==> src/sv/rmfr_pkg.sv <==
// Shared constants and types of the register mirror frame receiver.
// Used by the parser, the mirror and the top level; depends on nothing.
package rmfr_pkg;

	localparam int REG_COUNT = 32;
	localparam int IDX_W     = $clog2(REG_COUNT);

	localparam logic [2:0] KIND_UPDATE = 3'd0;
	localparam logic [2:0] KIND_CHAR   = 3'd1;
	localparam logic [2:0] KIND_EMPTY  = 3'd2;
	localparam logic [2:0] KIND_BAD    = 3'd3;
	localparam logic [2:0] KIND_READ   = 3'd4;

	typedef struct packed {
		logic [2:0]  kind;
		logic [4:0]  reg_addr;
		logic [15:0] value;
		logic        last;
	} result_t;

	typedef struct packed {
		logic        en;
		logic [4:0]  addr;
		logic [15:0] data;
	} mirror_wr_t;

endpackage

==> src/sv/rmfr_in_if.sv <==
// Input channel of the register mirror frame receiver: received bytes and read commands.
// Stands alone; carries valid, ready and the input word.
interface rmfr_in_if;
	logic       valid;
	logic       ready;
	logic       cmd;
	logic [7:0] rx_byte;
	logic [4:0] query_addr;

	modport source (output valid, output cmd, output rx_byte, output query_addr, input ready);
	modport sink (input valid, input cmd, input rx_byte, input query_addr, output ready);
endinterface

==> src/sv/rmfr_out_if.sv <==
// Result channel of the register mirror frame receiver.
// Stands alone; carries valid, ready and the result word.
interface rmfr_out_if;
	logic        valid;
	logic        ready;
	logic [2:0]  kind;
	logic [4:0]  reg_addr;
	logic [15:0] value;
	logic        last;

	modport source (output valid, output kind, output reg_addr, output value, output last,
		input ready);
	modport sink (input valid, input kind, input reg_addr, input value, input last,
		output ready);
endinterface

==> src/sv/rmfr_mirror.sv <==
// Register mirror: REG_COUNT 16-bit registers, cleared at reset, one write and one read port.
// Depends on rmfr_pkg.
module rmfr_mirror (
	input  logic                clk,
	input  logic                arst_n,
	input  rmfr_pkg::mirror_wr_t wr,
	input  logic [4:0]          rd_addr,
	output logic [15:0]         rd_data
);

	logic [15:0] mem_q [rmfr_pkg::REG_COUNT];

	always_ff @(posedge clk or negedge arst_n) begin
		if (!arst_n) begin
			for (int i = 0; i < rmfr_pkg::REG_COUNT; i++) begin
				mem_q[i] <= 16'd0;
			end
		end else if (wr.en && (int'(wr.addr) < rmfr_pkg::REG_COUNT)) begin
			mem_q[wr.addr[rmfr_pkg::IDX_W-1:0]] <= wr.data;
		end
	end

	always_comb begin
		if (int'(rd_addr) < rmfr_pkg::REG_COUNT) begin
			rd_data = mem_q[rd_addr[rmfr_pkg::IDX_W-1:0]];
		end else begin
			rd_data = 16'd0;
		end
	end

endmodule

==> src/sv/rmfr_parser.sv <==
// Frame parser: decodes one input word per cycle into a mirror write and at most one result.
// Stalls while accept is low. Depends on rmfr_pkg; mirror read data comes from rmfr_mirror.
module rmfr_parser (
	input  logic                 clk,
	input  logic                 arst_n,
	input  logic                 accept,
	input  logic                 cmd,
	input  logic [7:0]           rx_byte,
	input  logic [4:0]           query_addr,
	input  logic [15:0]          rd_data,
	output logic [4:0]           rd_addr,
	output rmfr_pkg::mirror_wr_t wr,
	output rmfr_pkg::result_t    res,
	output logic                 res_valid
);

	localparam logic [1:0] PH_IDLE   = 2'd0;
	localparam logic [1:0] PH_LOW    = 2'd1;
	localparam logic [1:0] PH_HIGH   = 2'd2;
	localparam logic [1:0] PH_STRING = 2'd3;

	logic [1:0] phase_q, phase_d;
	logic [4:0] pend_addr_q, pend_addr_d;
	logic [7:0] pend_low_q, pend_low_d;
	logic [6:0] str_len_q, str_len_d;
	logic [6:0] str_cnt_q, str_cnt_d;
	logic [6:0] cnt_next;

	assign rd_addr  = query_addr;
	assign cnt_next = str_cnt_q + 7'd1;

	always_comb begin
		phase_d     = phase_q;
		pend_addr_d = pend_addr_q;
		pend_low_d  = pend_low_q;
		str_len_d   = str_len_q;
		str_cnt_d   = str_cnt_q;
		wr          = '0;
		res         = '0;
		res_valid   = 1'b0;
		if (cmd) begin
			res_valid    = 1'b1;
			res.kind     = rmfr_pkg::KIND_READ;
			res.reg_addr = query_addr;
			res.value    = rd_data;
		end else begin
			case (phase_q)
				PH_IDLE: begin
					if (rx_byte[7]) begin
						str_len_d = rx_byte[6:0];
						str_cnt_d = 7'd0;
						if (rx_byte[6:0] == 7'd0) begin
							res_valid = 1'b1;
							res.kind  = rmfr_pkg::KIND_EMPTY;
						end else begin
							phase_d = PH_STRING;
						end
					end else if (int'(rx_byte) >= rmfr_pkg::REG_COUNT) begin
						res_valid = 1'b1;
						res.kind  = rmfr_pkg::KIND_BAD;
						res.value = {8'd0, rx_byte};
					end else begin
						pend_addr_d = rx_byte[4:0];
						phase_d     = PH_LOW;
					end
				end
				PH_LOW: begin
					pend_low_d = rx_byte;
					phase_d    = PH_HIGH;
				end
				PH_HIGH: begin
					wr.en        = 1'b1;
					wr.addr      = pend_addr_q;
					wr.data      = {rx_byte, pend_low_q};
					phase_d      = PH_IDLE;
					res_valid    = 1'b1;
					res.kind     = rmfr_pkg::KIND_UPDATE;
					res.reg_addr = pend_addr_q;
					res.value    = {rx_byte, pend_low_q};
				end
				default: begin
					str_cnt_d = cnt_next;
					if (cnt_next == str_len_q) begin
						phase_d = PH_IDLE;
					end
					res_valid = 1'b1;
					res.kind  = rmfr_pkg::KIND_CHAR;
					res.value = {8'd0, rx_byte};
					res.last  = (cnt_next == str_len_q);
				end
			endcase
		end
		if (!accept) begin
			wr.en     = 1'b0;
			res_valid = 1'b0;
		end
	end

	always_ff @(posedge clk or negedge arst_n) begin
		if (!arst_n) begin
			phase_q     <= PH_IDLE;
			pend_addr_q <= 5'd0;
			pend_low_q  <= 8'd0;
			str_len_q   <= 7'd0;
			str_cnt_q   <= 7'd0;
		end else if (accept) begin
			phase_q     <= phase_d;
			pend_addr_q <= pend_addr_d;
			pend_low_q  <= pend_low_d;
			str_len_q   <= str_len_d;
			str_cnt_q   <= str_cnt_d;
		end
	end

endmodule

==> src/sv/register_mirror_frame_receiver.sv <==
// Top level of the register mirror frame receiver: parser, mirror and result buffering.
// Depends on rmfr_pkg, rmfr_in_if, rmfr_out_if, rmfr_parser and rmfr_mirror.
//
// The link channel takes one word per cycle: with cmd low it carries a received byte
// for the frame parser, with cmd high it asks for the mirror entry at query_addr.
// Register update frames (address, low byte, high byte) write the 32-entry mirror and
// report the new value; string frames pass each character on with a last mark on the
// final one. A read is answered at once and leaves any frame in progress untouched.
// Every word is decoded in the cycle it is accepted; its result, if any, is registered
// for the report channel. Throughput is one word per cycle while link.ready is high.
// The report channel is fed from an output register backed by a one-word skid
// register, so the link keeps accepting while a result waits; link.ready falls only
// when both are full, and rises again as soon as the receiver takes a word.
// Reset clears the parser to idle, the mirror to zero and both result registers to
// empty; the block accepts words in the first cycle after reset is released.
module register_mirror_frame_receiver (
	input  logic        clk,
	input  logic        arst_n,
	rmfr_in_if.sink     link,
	rmfr_out_if.source  report
);

	logic                 accept;
	logic                 take;
	logic [4:0]           rd_addr;
	logic [15:0]          rd_data;
	rmfr_pkg::mirror_wr_t wr;
	rmfr_pkg::result_t    res;
	logic                 res_valid;
	rmfr_pkg::result_t    out_q, skid_q;
	logic                 out_valid_q, skid_valid_q;

	assign link.ready = !skid_valid_q;
	assign accept     = link.valid && link.ready;
	assign take       = out_valid_q && report.ready;

	rmfr_parser u_parser (
		.clk        (clk),
		.arst_n     (arst_n),
		.accept     (accept),
		.cmd        (link.cmd),
		.rx_byte    (link.rx_byte),
		.query_addr (link.query_addr),
		.rd_data    (rd_data),
		.rd_addr    (rd_addr),
		.wr         (wr),
		.res        (res),
		.res_valid  (res_valid)
	);

	rmfr_mirror u_mirror (
		.clk     (clk),
		.arst_n  (arst_n),
		.wr      (wr),
		.rd_addr (rd_addr),
		.rd_data (rd_data)
	);

	always_ff @(posedge clk or negedge arst_n) begin
		if (!arst_n) begin
			out_valid_q  <= 1'b0;
			skid_valid_q <= 1'b0;
		end else if (skid_valid_q) begin
			if (take) begin
				skid_valid_q <= 1'b0;
			end
		end else if (!out_valid_q || take) begin
			out_valid_q <= res_valid;
		end else if (res_valid) begin
			skid_valid_q <= 1'b1;
		end
	end

	always_ff @(posedge clk) begin
		if (skid_valid_q) begin
			if (take) begin
				out_q <= skid_q;
			end
		end else if (!out_valid_q || take) begin
			out_q <= res;
		end else if (res_valid) begin
			skid_q <= res;
		end
	end

	assign report.valid    = out_valid_q;
	assign report.kind     = out_q.kind;
	assign report.reg_addr = out_q.reg_addr;
	assign report.value    = out_q.value;
	assign report.last     = out_q.last;

	a_skid_behind_out: assert property (@(posedge clk) disable iff (!arst_n)
		skid_valid_q |-> out_valid_q)
		else $error("skid register holds a word while the output register is empty");

	a_read_answered: assert property (@(posedge clk) disable iff (!arst_n)
		(accept && link.cmd && (!out_valid_q || report.ready)) |=>
		(out_valid_q && out_q.kind == rmfr_pkg::KIND_READ))
		else $error("accepted read command was not answered in the next cycle");

	a_last_on_char: assert property (@(posedge clk) disable iff (!arst_n)
		(out_valid_q && out_q.last) |-> (out_q.kind == rmfr_pkg::KIND_CHAR))
		else $error("last mark set on a result that is not a string character");

endmodule
==> src/flat_wrapper.sv <==
// flat-port wrapper written by rule: the top's interface ports become plain ports
module register_mirror_frame_receiver_flat 
  (clk, arst_n, link_valid, link_cmd, link_rx_byte, link_query_addr, link_ready, report_valid, report_kind, report_reg_addr, report_value, report_last, report_ready);
  rmfr_in_if link_i ();
  rmfr_out_if report_i ();
  input  logic clk;
  input  logic arst_n;
  input wire logic [$bits(link_i.valid)-1:0] link_valid;
  input wire logic [$bits(link_i.cmd)-1:0] link_cmd;
  input wire logic [$bits(link_i.rx_byte)-1:0] link_rx_byte;
  input wire logic [$bits(link_i.query_addr)-1:0] link_query_addr;
  output wire logic [$bits(link_i.ready)-1:0] link_ready;
  output wire logic [$bits(report_i.valid)-1:0] report_valid;
  output wire logic [$bits(report_i.kind)-1:0] report_kind;
  output wire logic [$bits(report_i.reg_addr)-1:0] report_reg_addr;
  output wire logic [$bits(report_i.value)-1:0] report_value;
  output wire logic [$bits(report_i.last)-1:0] report_last;
  input wire logic [$bits(report_i.ready)-1:0] report_ready;
  assign link_i.valid = link_valid;
  assign link_i.cmd = link_cmd;
  assign link_i.rx_byte = link_rx_byte;
  assign link_i.query_addr = link_query_addr;
  assign link_ready = link_i.ready;
  assign report_valid = report_i.valid;
  assign report_kind = report_i.kind;
  assign report_reg_addr = report_i.reg_addr;
  assign report_value = report_i.value;
  assign report_last = report_i.last;
  assign report_i.ready = report_ready;
  register_mirror_frame_receiver u_core (.clk(clk), .arst_n(arst_n), .link(link_i), .report(report_i));
endmodule
==> config.mk <==
export PLATFORM = sky130hd
export DESIGN_NAME = register_mirror_frame_receiver_flat
export DESIGN_NICKNAME = d
export VERILOG_FILES = /design/src/sv/rmfr_pkg.sv /design/src/sv/rmfr_in_if.sv /design/src/sv/rmfr_out_if.sv /design/src/sv/rmfr_mirror.sv /design/src/sv/rmfr_parser.sv /design/src/sv/register_mirror_frame_receiver.sv /design/src/flat_wrapper.sv
export SDC_FILE = /design/constraint.sdc
export NUM_CORES = 1
export LEC_CHECK = 0
export BUFFER_PORTS_ARGS = -buffer_cell sky130_fd_sc_hd__buf_2
export CORE_MARGIN = 3
export CORE_UTILIZATION = 41
export CTS_CLUSTER_SIZE = 16
export DETAILED_ROUTE_END_ITERATION = 16
export PLACE_DENSITY = 0.54
export SETUP_SLACK_MARGIN = 0.2
export SLEW_MARGIN = 15
export SYNTH_ARGS = -nofsm -noshare
export SYNTH_HDL_FRONTEND = slang
export SYNTH_HIERARCHICAL = 1
export SYNTH_SLANG_ARGS = --single-unit
==> constraint.sdc <==
create_clock -name clk -period 3.8 [get_ports clk]
set_input_delay 0.76 -clock clk [delete_from_list [all_inputs] [get_ports clk]]
set_output_delay 0.76 -clock clk [all_outputs]
set_load 0.01 [all_outputs]
### Yosys cells after proc, flatten, opt, wreduce, memory -nomap -nowiden

Cells that the tools add are included.
W data, S select, Z words.

| operators by class | value |
|---|---|
| add/subtract/negate cells | 1 |
| order comparisons | 4 |
| equality and inequality tests | 7 |
| mux-type cells | 40 |
| bitwise gates (word level) | 8 |
| reduce and logical (&&, ||, !) cells | 20 |

Operators by type and width:

| kind | number |
|---|---|
| $bwmux W512 | 1 |
| $bmux W16 S5 | 1 |
| $demux W16 S5 | 1 |
| $mux W25 | 3 |
| $mux W16 | 3 |
| $pmux W16 S3 | 1 |
| $mux W22 | 2 |
| $mux W24 | 1 |
| $mux W7 | 3 |
| $pmux W7 S2 | 1 |
| $ge A6 B6 Y1 const B | 2 |
| $mux W1 | 12 |
| $mux W2 | 6 |
| $not A5 Y6 | 2 |
| $reduce_and A5 Y1 | 2 |
| $ge A8 B6 Y1 const B | 1 |
| $reduce_and A4 Y1 | 2 |
| $add A7 B1 Y7 const B | 1 |
| $eq A7 B7 Y1 | 1 |
| $logic_not A7 Y1 | 1 |
| $lt A6 B1 Y1 const B | 1 |
| $ne A3 B3 Y1 const B | 2 |
| $not A1 Y1 | 6 |
| $pmux W2 S3 | 1 |
| other kinds (18) | 23 |

| word-level totals | value |
|---|---|
| register bits after elaboration | 593 |
| input port bits | 18 |
| output and inout bits | 27 |
| logic and storage cells | 127 |

### Longest topological paths before layout

Gate-level depths: netlist of the first run.

| logic depth | value |
|---|---|
| depth in word-level cells | 9 |
| gate-level depth with buffers | 12 |
| depth with buffers taken out | 8 |

### Modules after synthesis

Netlist of the first run, hierarchy kept.

Modules (own cells, without submodules):

| module | times used | cells each | area each (µm²) | sequential area each (µm²) |
|---|---|---|---|---|
| rmfr_mirror | 1 | 1730 | 23907.9 | 12812.3 |
| rmfr_parser | 1 | 205 | 1943.1 | 725.7 |
| register_mirror_frame_receiver | 1 | 89 | 1925.6 | 1551.5 |

### Worst setup path before layout of the first run

OpenSTA, ideal clock, no wires.

| path | value |
|---|---|
| kind | input -> register |
| start | input port link_query_addr[1] |
| end | register u_core.out_q (netlist bit u_core/report.value[1]), data pin |
| setup time | 0.260 ns |
| data arrival time | 2.671 ns |
| required time | 3.540 ns |
| slack | 0.870 ns |
| cell stages on the path | 12 |
| buffers on the path | 5 |
| cell sequence | buf_4 > buf_2 > buf_4 > buf_2 > buf_2 > mux2i_1 > nand2_1 > a31oi_1 > nand3_1 > a222oi_1 > inv_1 > mux2_2 |

RTL lines:

| element | line | source |
|---|---|---|
| from (decl) | flat_wrapper.sv:11 | `input wire logic [$bits(link_i.query_addr)-1:0] link_query_addr;` |
| to (signal assigned) | register_mirror_frame_receiver.sv:77 | `out_q <= skid_q;` |
| to (signal assigned) | register_mirror_frame_receiver.sv:80 | `out_q <= res;` |
| to (decl) | register_mirror_frame_receiver.sv:30 | `rmfr_pkg::result_t out_q, skid_q;` |

==> summary.md, run 1 <==
| Metric | Value |
|---|---|
| Power Density | `roughly 500 nW/µm²` |
| Final ANT Viol Nets | `0` |
| Vias in the first global route | `~18k` |
| Share of layout cells above drive strength 1 | `40.8%` |
| Period utilisation layout | `between 80 and 90%` |
| Ports | `45` |
| # hold bufs at CTS | `0` |
| Width of the die | `266 µm` |
| Fmax achieved | `321 MHz` |
| Min-delay worst type | `primary input to async pin` |
| Clk sink count | `between 500 and 600` |
| Initial Utilization | `approximately two fifths` |
| Worst vdd ir | `around 0.37 mV` |
| Slew @ Worst Pin | `around 0.86 ns` |
| Post-synthesis compound-gate area fraction | `4.97%` |
| Multi-input logic area | `11,800 µm²` |
| Post-Synth Simple-Gate Area | `4.92%` |
| Worst-case hold slack | `0.118 ns` |
| Inserted Clock Buffers | `70` |
| Worst EP arrival | `3.60 ns` |
| FP Rows | `94` |
| GRT Overall Usage | `21.7%` |
| Syn Inst Count | `about 2.0k` |
| Final WL | `about 76,000 µm` |
| Htree depth | `3` |
| Post-Synth XOR/XNOR Area | `less than 1%` |
| CTS tree | `done` |
| Hpwl dp | `47,300 µm` |
| Final setup fails | `0` |
| Post-CTS sizing | `0` |
| Final Critical Period | `3.11 ns` |
| Largest net degree at the start of global routing | `between 100 and 150` |
| Vias | `between 15k and 20k` |
| Final Max Tran Viols | `0` |
| Mux cell area share after synthesis | `31.8%` |
| Critical path's slowest cell | `or3b_1` |
| Syn Area/Cell | `about 14 µm²` |
| Most frequent cell on the critical path | `buf_4` |
| Worst setup path category | `register to register` |
| Register area | `15,100 µm²` |
| Initial antenna violation count | `2` |
| Worst Path Required | `4.28 ns` |
| Synth Net Count | `between 2k and 2.5k` |
| Worst path cell trace | `inv_1, ha_1, nor2b_1, buf_4, and2_1, buf_4, or3b_1, buf_4, nor2_8, mux2_2` |
| Syn. warnings | `6` |
| Remaining DRCs | `0` |
| Delay of the slowest critical-path stage | `0.48 ns` |
| Clk Latency, worst-skew pair | `0.61 ns` |
| CP startpoint kind | `register` |
| Via density | `5.66` |
| Post-synth top flop | `dfrtp_1` |
| First-pass GRT wire length | `about 120,000 µm` |
| Slew HR | `a little over two fifths` |
| Clk buf depth | `3` |
| Setup bufs post-CTS | `0` |
| RSZ-0062 raised after global routing | `false` |
| GP Congestion | `between 0.7 and 0.8` |
| Status | `finished, final reports clean` |
| Global-route congestion overflow total | `0` |
| Fillers | `5,786` |
| Setup TNS | `0 ns` |
| Max Clock Skew | `0.0233 ns` |
| Endpoint class of the critical path | `register` |
| Final hold vios | `0` |
| Post-synth ARST share | `91.6%` |
| Static leakage | `15.6 nW` |
| CP Max Fanout | `23` |
| Number of distinct library cells after synthesis | `between 50 and 60` |
| 1st-iter DRT viols | `~1.2k` |
| Die ar. | `70,900 µm²` |
| Routed len/inst | `around 25 µm` |
| Area of the mapped netlist | `27,800 µm²` |
| Chip Height | `266 µm` |
| Post-synthesis register bit count | `593` |
| Sequential share of the synthesized area | `54.3%` |
| Max-Cap Viols | `0` |
| EDFF count, synth | `50` |
| Main combinational cell family by area after synthesis | `multiplexers` |
| Area added between synthesis and finish | `14.4%` |
| # nets final | `2,104` |
| CTS Root Cell | `clkbuf_16` |
| Drt first pass iters | `7` |
| Port Buf Inserts | `44` |
| Floorplan core area | `66,500 µm²` |
| Clk slew on worst S/H paths | `0.06 ns` |
| Adder-Cell Fraction of Synth Area | `less than 1%` |
==> critical path: cells and delay by family (launching register included) <==
kind / cells / cell delay [ns]
adders and majority gates: 1 / 0.25
buffers and inverters: 4 / 0.70
DFF: 1 / 0.37
muxes: 1 / 0.39
and+or+nand+nor: 4 / 1.26
==> final cells by class <==
cell class / instances / area share (%)
Sequential cell: 593 / 47.5
Multi-Input combinational cell: 1246 / 37.0
Clock buffer: 104 / 6.62
Timing Repair Buffer: 159 / 4.81
Tap cell: 864 / 3.40
Clock inverter: 20 / 0.531
Inverter: 11 / 0.130
Antenna cell: 1 / 0.00787
==> layout by cell type, fill, tap and decap left out, types with 5 or more instances in the layout <==
cell type | synthesis | routed
and2_1 | 23 | 22
o21ai_0 | 11 | 10
clkbuf_1 | 81 | 15
buf_12 | 0 | 34
inv_1 | 10 | 10
a222oi_1 | 7 | 7
nand2_1 | 44 | 44
edfxtp_1 | 50 | 50
mux2_1 | 7 | 7
a22o_1 | 42 | 42
nor2_4 | 10 | 11
nand4_1 | 16 | 16
nand3_1 | 39 | 39
a21o_1 | 7 | 7
nor3_1 | 20 | 20
a22oi_1 | 64 | 64
ha_1 | 5 | 5
dfrtp_1 | 543 | 543
mux2_2 | 550 | 550
mux2i_1 | 257 | 257
nor2_1 | 12 | 11
xnor2_1 | 7 | 7
clkbuf_16 | 0 | 73
a21oi_1 | 39 | 39
nand2_2 | 16 | 16
buf_2 | 52 | 42
a31oi_1 | 16 | 16
clkbuf_8 | 0 | 16
buf_4 | 27 | 81
clkinv_2 | 0 | 11
==> kinds of logic after synthesis <==
logic type | Yosys count
AOI/OAI and AO/OA | 193
xor gates and xnor gates | 10
adders and majority gates | 5
buffers and inverters | 185
DFF | 593
muxes | 814
and+or+nand+nor | 224
==> through the flow <==
stage	utilization [%]	area (µm²)	setup WS [ns]	instances	power (W)
2_1_floorplan	-	27800	0.870	2024	0.00852
3_3_place_gp	44.4	29500	0.120	2873	0.00951
3_5_place_dp	44.4	29500	0.142	2873	0.00955
4_1_cts	47.8	31800	0.691	2997	0.0162
5_1_grt	47.8	31800	0.621	2997	0.0167
6_report	47.8	31800	0.689	2998	0.0160
==> synth_stat cells, types with 4 or more instances <==
master,instances,area share [%]
nor3b_2,4,0.18
mux2_1,7,0.28
nor2_8,4,0.29
o21ai_0,11,0.20
xnor2_1,7,0.22
a22o_1,42,1.3
nand3_1,39,0.70
nor2b_1,6,0.14
nand2_1,44,0.59
mux2i_1,257,9.3
nor2_1,12,0.16
inv_1,10,0.14
buf_4,27,0.73
nor2_4,10,0.41
a31oi_1,16,0.36
dfrtp_1,543,49
buf_6,11,0.45
mux2_2,550,22
a222oi_1,7,0.25
edfxtp_1,50,5.4
ha_1,5,0.23
nand3b_2,4,0.16
a21o_1,7,0.19
a22oi_1,64,1.7
nand2_2,16,0.36
a21oi_1,39,0.70
nor3_1,20,0.36
buf_2,52,0.94
clkbuf_1,81,1.1
and2_1,23,0.52
nand4_1,16,0.36
==> power by group <==
part           internal, W  switching, W  total [W]  leakage (nW)
Combinational     0.000851       0.00146    0.00231          6.47
Sequential         0.00686      0.000256    0.00711          8.03
Clock              0.00396       0.00264    0.00661          1.13
Total               0.0117       0.00436     0.0160          15.6
==> state kept, by name (all words and copies together) (netlist names) <==
name / count
u_core/report.kind: 3
u_core/u_parser/str_len_q: 7
u_core/report.reg_addr: 5
u_core/u_parser/phase_q: 2
u_core/skid_q: 25
u_core/u_parser/pend_low_q: 8
u_core/report.last: 1
u_core/report.value: 16
u_core/u_parser/str_cnt_q: 7
u_core/skid_valid_q: 1
u_core/u_mirror/mem_q: 512
u_core/report.valid: 1
u_core/u_parser/pend_addr_q: 5
==> worst paths after layout <==
check,slack (ns),startpoint,cells after the start,end
worst max register to register,0.69,u_core/u_parser/phase_q[0]$_DFFE_PN0P_,10,u_core/u_mirror/mem_q[117]$_DFFE_PN0P_
worst max-delay path,0.69,u_core/u_parser/phase_q[0]$_DFFE_PN0P_,10,u_core/u_mirror/mem_q[117]$_DFFE_PN0P_
min in group clk,0.38,report_ready,2,u_core/skid_valid_q$_DFF_PN0_
worst min-delay path,0.12,arst_n,1,u_core/u_mirror/mem_q[349]$_DFFE_PN0P_
max in group asynchronous,2.61,arst_n,2,u_core/u_mirror/mem_q[503]$_DFFE_PN0P_
worst min register to register,0.49,u_core/u_mirror/mem_q[29]$_DFFE_PN0P_,1,u_core/u_mirror/mem_q[29]$_DFFE_PN0P_
==> per-layer routing <==
metal  vias to the layer above  wire length, µm  global-route usage, %
li1                       7510                -                      -
met1                      9050            35900                   30.5
met2                       331            36300                   35.8
met3                        78             2860                   2.96
met4                         2             1190                   5.16
met5                         -               13                      0
No activity file was read; power rests on OpenSTA's default activity.
==> run 2, diff against run 1 <==
--- a/config.mk
+++ b/config.mk
@@ -5,6 +5,7 @@
 export SDC_FILE = /design/constraint.sdc
 export NUM_CORES = 1
 export LEC_CHECK = 0
+export ABC_AREA = 1
 export BUFFER_PORTS_ARGS = -buffer_cell sky130_fd_sc_hd__buf_2
 export CORE_MARGIN = 3
 export CORE_UTILIZATION = 41
==> constraint.sdc (replaced) <==
create_clock -name clk -period 3 [get_ports clk]
set_input_delay 0.6 -clock clk [delete_from_list [all_inputs] [get_ports clk]]
set_output_delay 0.6 -clock clk [all_outputs]
set_load 0.01 [all_outputs]
==> run 2 against run 1 <==
Net effect: the flow now finishes with violations (negative hold slack); largest power group unchanged; first-iteration DRC count rose by 75%; area after synthesis down 1.5%; largest cell class unchanged; clock power grew 30%; non-clock buffer count rose by 1; register-to-register slack got worse by 0.32 ns; total power increased by 28%; clock-buffer cell count down 2.
==> summary.md, run 2 <==
| Metric | Value |
|---|---|
| Final WL | `85,100 µm (was 76,200 µm)` |
| Port Buf Inserts | `44 (unchanged)` |
| Commonest non-fill, non-tap cell in the layout | `nand2_1 (was mux2_2)` |
| Initial antenna violation count | `1 (was 2)` |
| Setup bufs post-CTS | `0 (unchanged)` |
| Final ANT Viol Nets | `0 (unchanged)` |
| Post-synth ARST share | `91.6% (unchanged)` |
| Vias in the first global route | `22.2k (was 18.1k)` |
| Syn Area/Cell | `8.02 µm² (was 13.7 µm²)` |
| CP endpoint | `u_core/u_mirror/mem_q[428]$_DFFE_PN0P_ (was u_core/u_mirror/mem_q[117]$_DFFE_PN0P_)` |
| Status | `finished with violations (was finished, final reports clean)` |
| R2r startpoint | `u_core/u_parser/phase_q[0]$_DFFE_PN0P_ (unchanged)` |
| Slew HR | `51.9% (was 42.9%)` |
| Clk Latency, worst-skew pair | `0.60 ns (was 0.61 ns)` |
| Slew @ Worst Pin | `0.722 ns (was 0.856 ns)` |
| Setup crit start | `u_core/u_parser/phase_q[0]$_DFFE_PN0P_ (unchanged)` |
| Sw power | `0.00572 W (was 0.00436 W)` |
| Reg power frac | `44.0% (was 44.4%)` |
| Worst Path Required | `3.44 ns (was 4.28 ns)` |
| Remaining DRCs | `0 (unchanged)` |
| Share of layout cells above drive strength 1 | `9.00% (was 40.8%)` |
| RSZ-0062 raised after global routing | `false (unchanged)` |
| Initial Utilization | `41.5% (was 41.8%)` |
| # nets final | `3,393 (was 2,104)` |
| Global-route congestion overflow total | `0 (unchanged)` |
| Final setup fails | `0 (unchanged)` |
| Ports | `45 (unchanged)` |
| Final Max Tran Viols | `0 (unchanged)` |
| Pre-CTS WS | `0.313 ns (was 0.142 ns)` |
| Most frequent cells in the layout | `nand2_1 (1,348), dfrtp_1 (543), o21ai_0 (452), nand3_1 (409), nor2_1 (118) (was mux2_2 (550), dfrtp_1 (543), mux2i_1 (257), buf_4 (81), clkbuf_16 (73))` |
| Violated checks | `negative hold slack` |
| Syn. warnings | `6 (unchanged)` |
| Max Clock Skew | `0.0152 ns (was 0.0233 ns)` |
| Sw frac | `27.9% (was 27.2%)` |
| R2r setup slk | `0.37 ns (was 0.69 ns)` |
| Routed len/inst | `19.9 µm (was 25.4 µm)` |
| Setup TNS | `0 ns (unchanged)` |
| Post-CTS sizing | `0 (unchanged)` |
| FF-to-FF End | `u_core/u_mirror/mem_q[428]$_DFFE_PN0P_ (was u_core/u_mirror/mem_q[117]$_DFFE_PN0P_)` |
| Clk slew on worst S/H paths | `0.06 ns (about the same)` |
| Fillers | `6,474 (was 5,786)` |
| Worst EP arrival | `3.07 ns (was 3.60 ns)` |
| Static leakage | `14.0 nW (was 15.6 nW)` |
| Worst setup path category | `register to register (unchanged)` |
| Number of distinct library cells after synthesis | `32 (was 55)` |
| Clk buf depth | `3 (unchanged)` |
| Min-delay worst type | `primary input to async pin (unchanged)` |
| Worst-case hold slack | `-0.0211 ns (was 0.118 ns)` |
| Endpoint class of the critical path | `register (unchanged)` |
| Synth top area cells | `dfrtp_1 (50%), nand2_1 (18%), o21ai_0 (8.3%), nand3_1 (7.5%), edfxtp_1 (5.5%) (was dfrtp_1 (49%), mux2_2 (22%), mux2i_1 (9.3%), edfxtp_1 (5.4%), a22oi_1 (1.7%))` |
| R2R cell count | `10 (unchanged)` |
| Top cell type's share of synthesized area | `49.6% (was 48.9%)` |
| Count leader, synth | `nand2_1 (was mux2_2)` |
| Chip Height | `264 µm (was 266 µm)` |
| CTS Root Cell | `clkbuf_16 (unchanged)` |
| Hpwl dp | `52,200 µm (was 47,300 µm)` |
| Final Critical Period | `2.63 ns (was 3.11 ns)` |
| FP Rows | `94 (unchanged)` |
| Via density | `5.38 (was 5.66)` |
| Sequential share of the synthesized area | `55.1% (was 54.3%)` |
| DP Cell Count | `4,165 (was 2,873)` |
| Synth Net Count | `3,437 (was 2,047)` |
| GP Congestion | `0.873 (was 0.781)` |
| Final Cell Area | `31,000 µm² (was 31,800 µm²)` |
| Worst vdd ir | `0.387 mV (was 0.369 mV)` |
| 1st-iter DRT viols | `2,155 (was 1,228)` |
| EDFF count, synth | `50 (unchanged)` |
| Area of the mapped netlist | `27,400 µm² (was 27,800 µm²)` |
| First-pass GRT wire length | `134,000 µm (was 116,000 µm)` |
| Largest net degree at the start of global routing | `80 (was 110)` |
| Layout Cells excl Fill | `4,286 (was 2,998)` |
| Htree depth | `3 (unchanged)` |
| CP Max Fanout | `32 (was 23)` |
| Area added between synthesis and finish | `13.3% (was 14.4%)` |
| Max-Cap Viols | `0 (unchanged)` |
| Die ar. | `69,900 µm² (was 70,900 µm²)` |
| Synth top cells by count | `nand2_1 (1,348), dfrtp_1 (543), o21ai_0 (452) (was mux2_2 (550), dfrtp_1 (543), mux2i_1 (257))` |
| CTS tree | `done (unchanged)` |
| Int Pwr | `0.0147 W (was 0.0117 W)` |
| Period utilisation layout | `87.6% (was 81.9%)` |
| Clock network fraction of design power | `41.9% (was 41.2%)` |
| Syn Inst Count | `3,414 (was 2,024)` |
| Biggest register | `u_core/u_mirror/mem_q (unchanged)` |
| Post-synth top flop | `dfrtp_1 (unchanged)` |
| Inserted Clock Buffers | `67 (was 70)` |
| Floorplan core area | `66,000 µm² (was 66,500 µm²)` |
| Area after DPL | `28,700 µm² (was 29,500 µm²)` |
| Antenna diodes | `0 (was 1)` |
| Final hold vios | `6 (was 0)` |
| Drt first pass iters | `6 (was 7)` |
| Clk sink count | `593 (unchanged)` |
| Post-synthesis register bit count | `593 (unchanged)` |
| Logic pwr share | `14.1% (was 14.4%)` |
| Vias | `23.1k (was 17.0k)` |
| Fmax achieved | `380 MHz (was 321 MHz)` |
| Setup ws final | `0.371 ns (was 0.689 ns)` |
| GRT Overall Usage | `24.4% (was 21.7%)` |
| Width of the die | `264 µm (was 266 µm)` |
| # hold bufs at CTS | `0 (unchanged)` |
| Max reg flops | `512 (unchanged)` |
| Power Density | `660 nW/µm² (was 504 nW/µm²)` |
| CP startpoint kind | `register (unchanged)` |
| Area leader, netlist | `dfrtp_1 (unchanged)` |
## run 2: stage by stage
stage	util (%)	power (W)
4_1_cts	47.0	0.0206
3_5_place_dp	43.5	0.0120
2_1_floorplan	-	0.0107
5_1_grt	47.0	0.0213
6_report	47.0	0.0205
3_3_place_gp	43.5	0.0120
## run 2: metal layers
layer  part of all wire, %  global-route usage, %
met1                    46                   35.3
met4                   2.4                   6.29
met2                    46                   38.7
met3                   5.9                   3.65
met5                     0                      0
## run 2: kinds of logic after synthesis
kind of cell             after synthesis  synth area share [%]
adder cells (fa/ha/maj)                5                 0.229
XOR/XNOR                               2                0.0640
AND/OR/NAND/NOR                     1909                  28.5
buffers and inverters                345                  5.48
flip-flops                           593                  55.1
AO/OA/AOI/OAI                        560                  10.6
## run 2: worst min path at each step
stage                                                   endpoint  slack, ns
after floorplan                  u_core/report.valid$_DFFE_PN0P_       0.30
after global placement    u_core/u_mirror/mem_q[309]$_DFFE_PN0P_       0.47
after detailed placement  u_core/u_mirror/mem_q[369]$_DFFE_PN0P_       0.47
after CTS                 u_core/u_mirror/mem_q[486]$_DFFE_PN0P_       0.02
after global routing      u_core/u_mirror/mem_q[486]$_DFFE_PN0P_       0.03
final                     u_core/u_mirror/mem_q[486]$_DFFE_PN0P_      -0.02
## run 2: area by class of cell
type	count	area, µm²	area share, %
sequential	593	15100	48.7
timing repair buffer	160	1440	4.64
inverter	72	280	0.904
multi-input combinational	2476	10800	34.9
tap	864	1080	3.49
clock buffer	102	2070	6.66
clock inverter	19	245	0.791
## run 2: power groups by stage
stage	registers, W	clock network (W)	logic [W]
floorplan	0.00912	0	0.00159
global placement	0.00913	0	0.00284
detailed placement	0.00914	0	0.00288
CTS	0.00900	0.00876	0.00289
global route	0.00904	0.00910	0.00318
finish	0.00900	0.00858	0.00289
## run 2: critical path, cell delays in order (launching register included)
cell     delay (ns)
dfrtp_1        0.42
inv_1          0.10
ha_1           0.19
nand2_1        0.21
nor2_1         0.36
inv_1          0.18
nor3_4         0.42
nand2_1        0.12
buf_4          0.27
nand2_1        0.09
o21ai_0        0.10
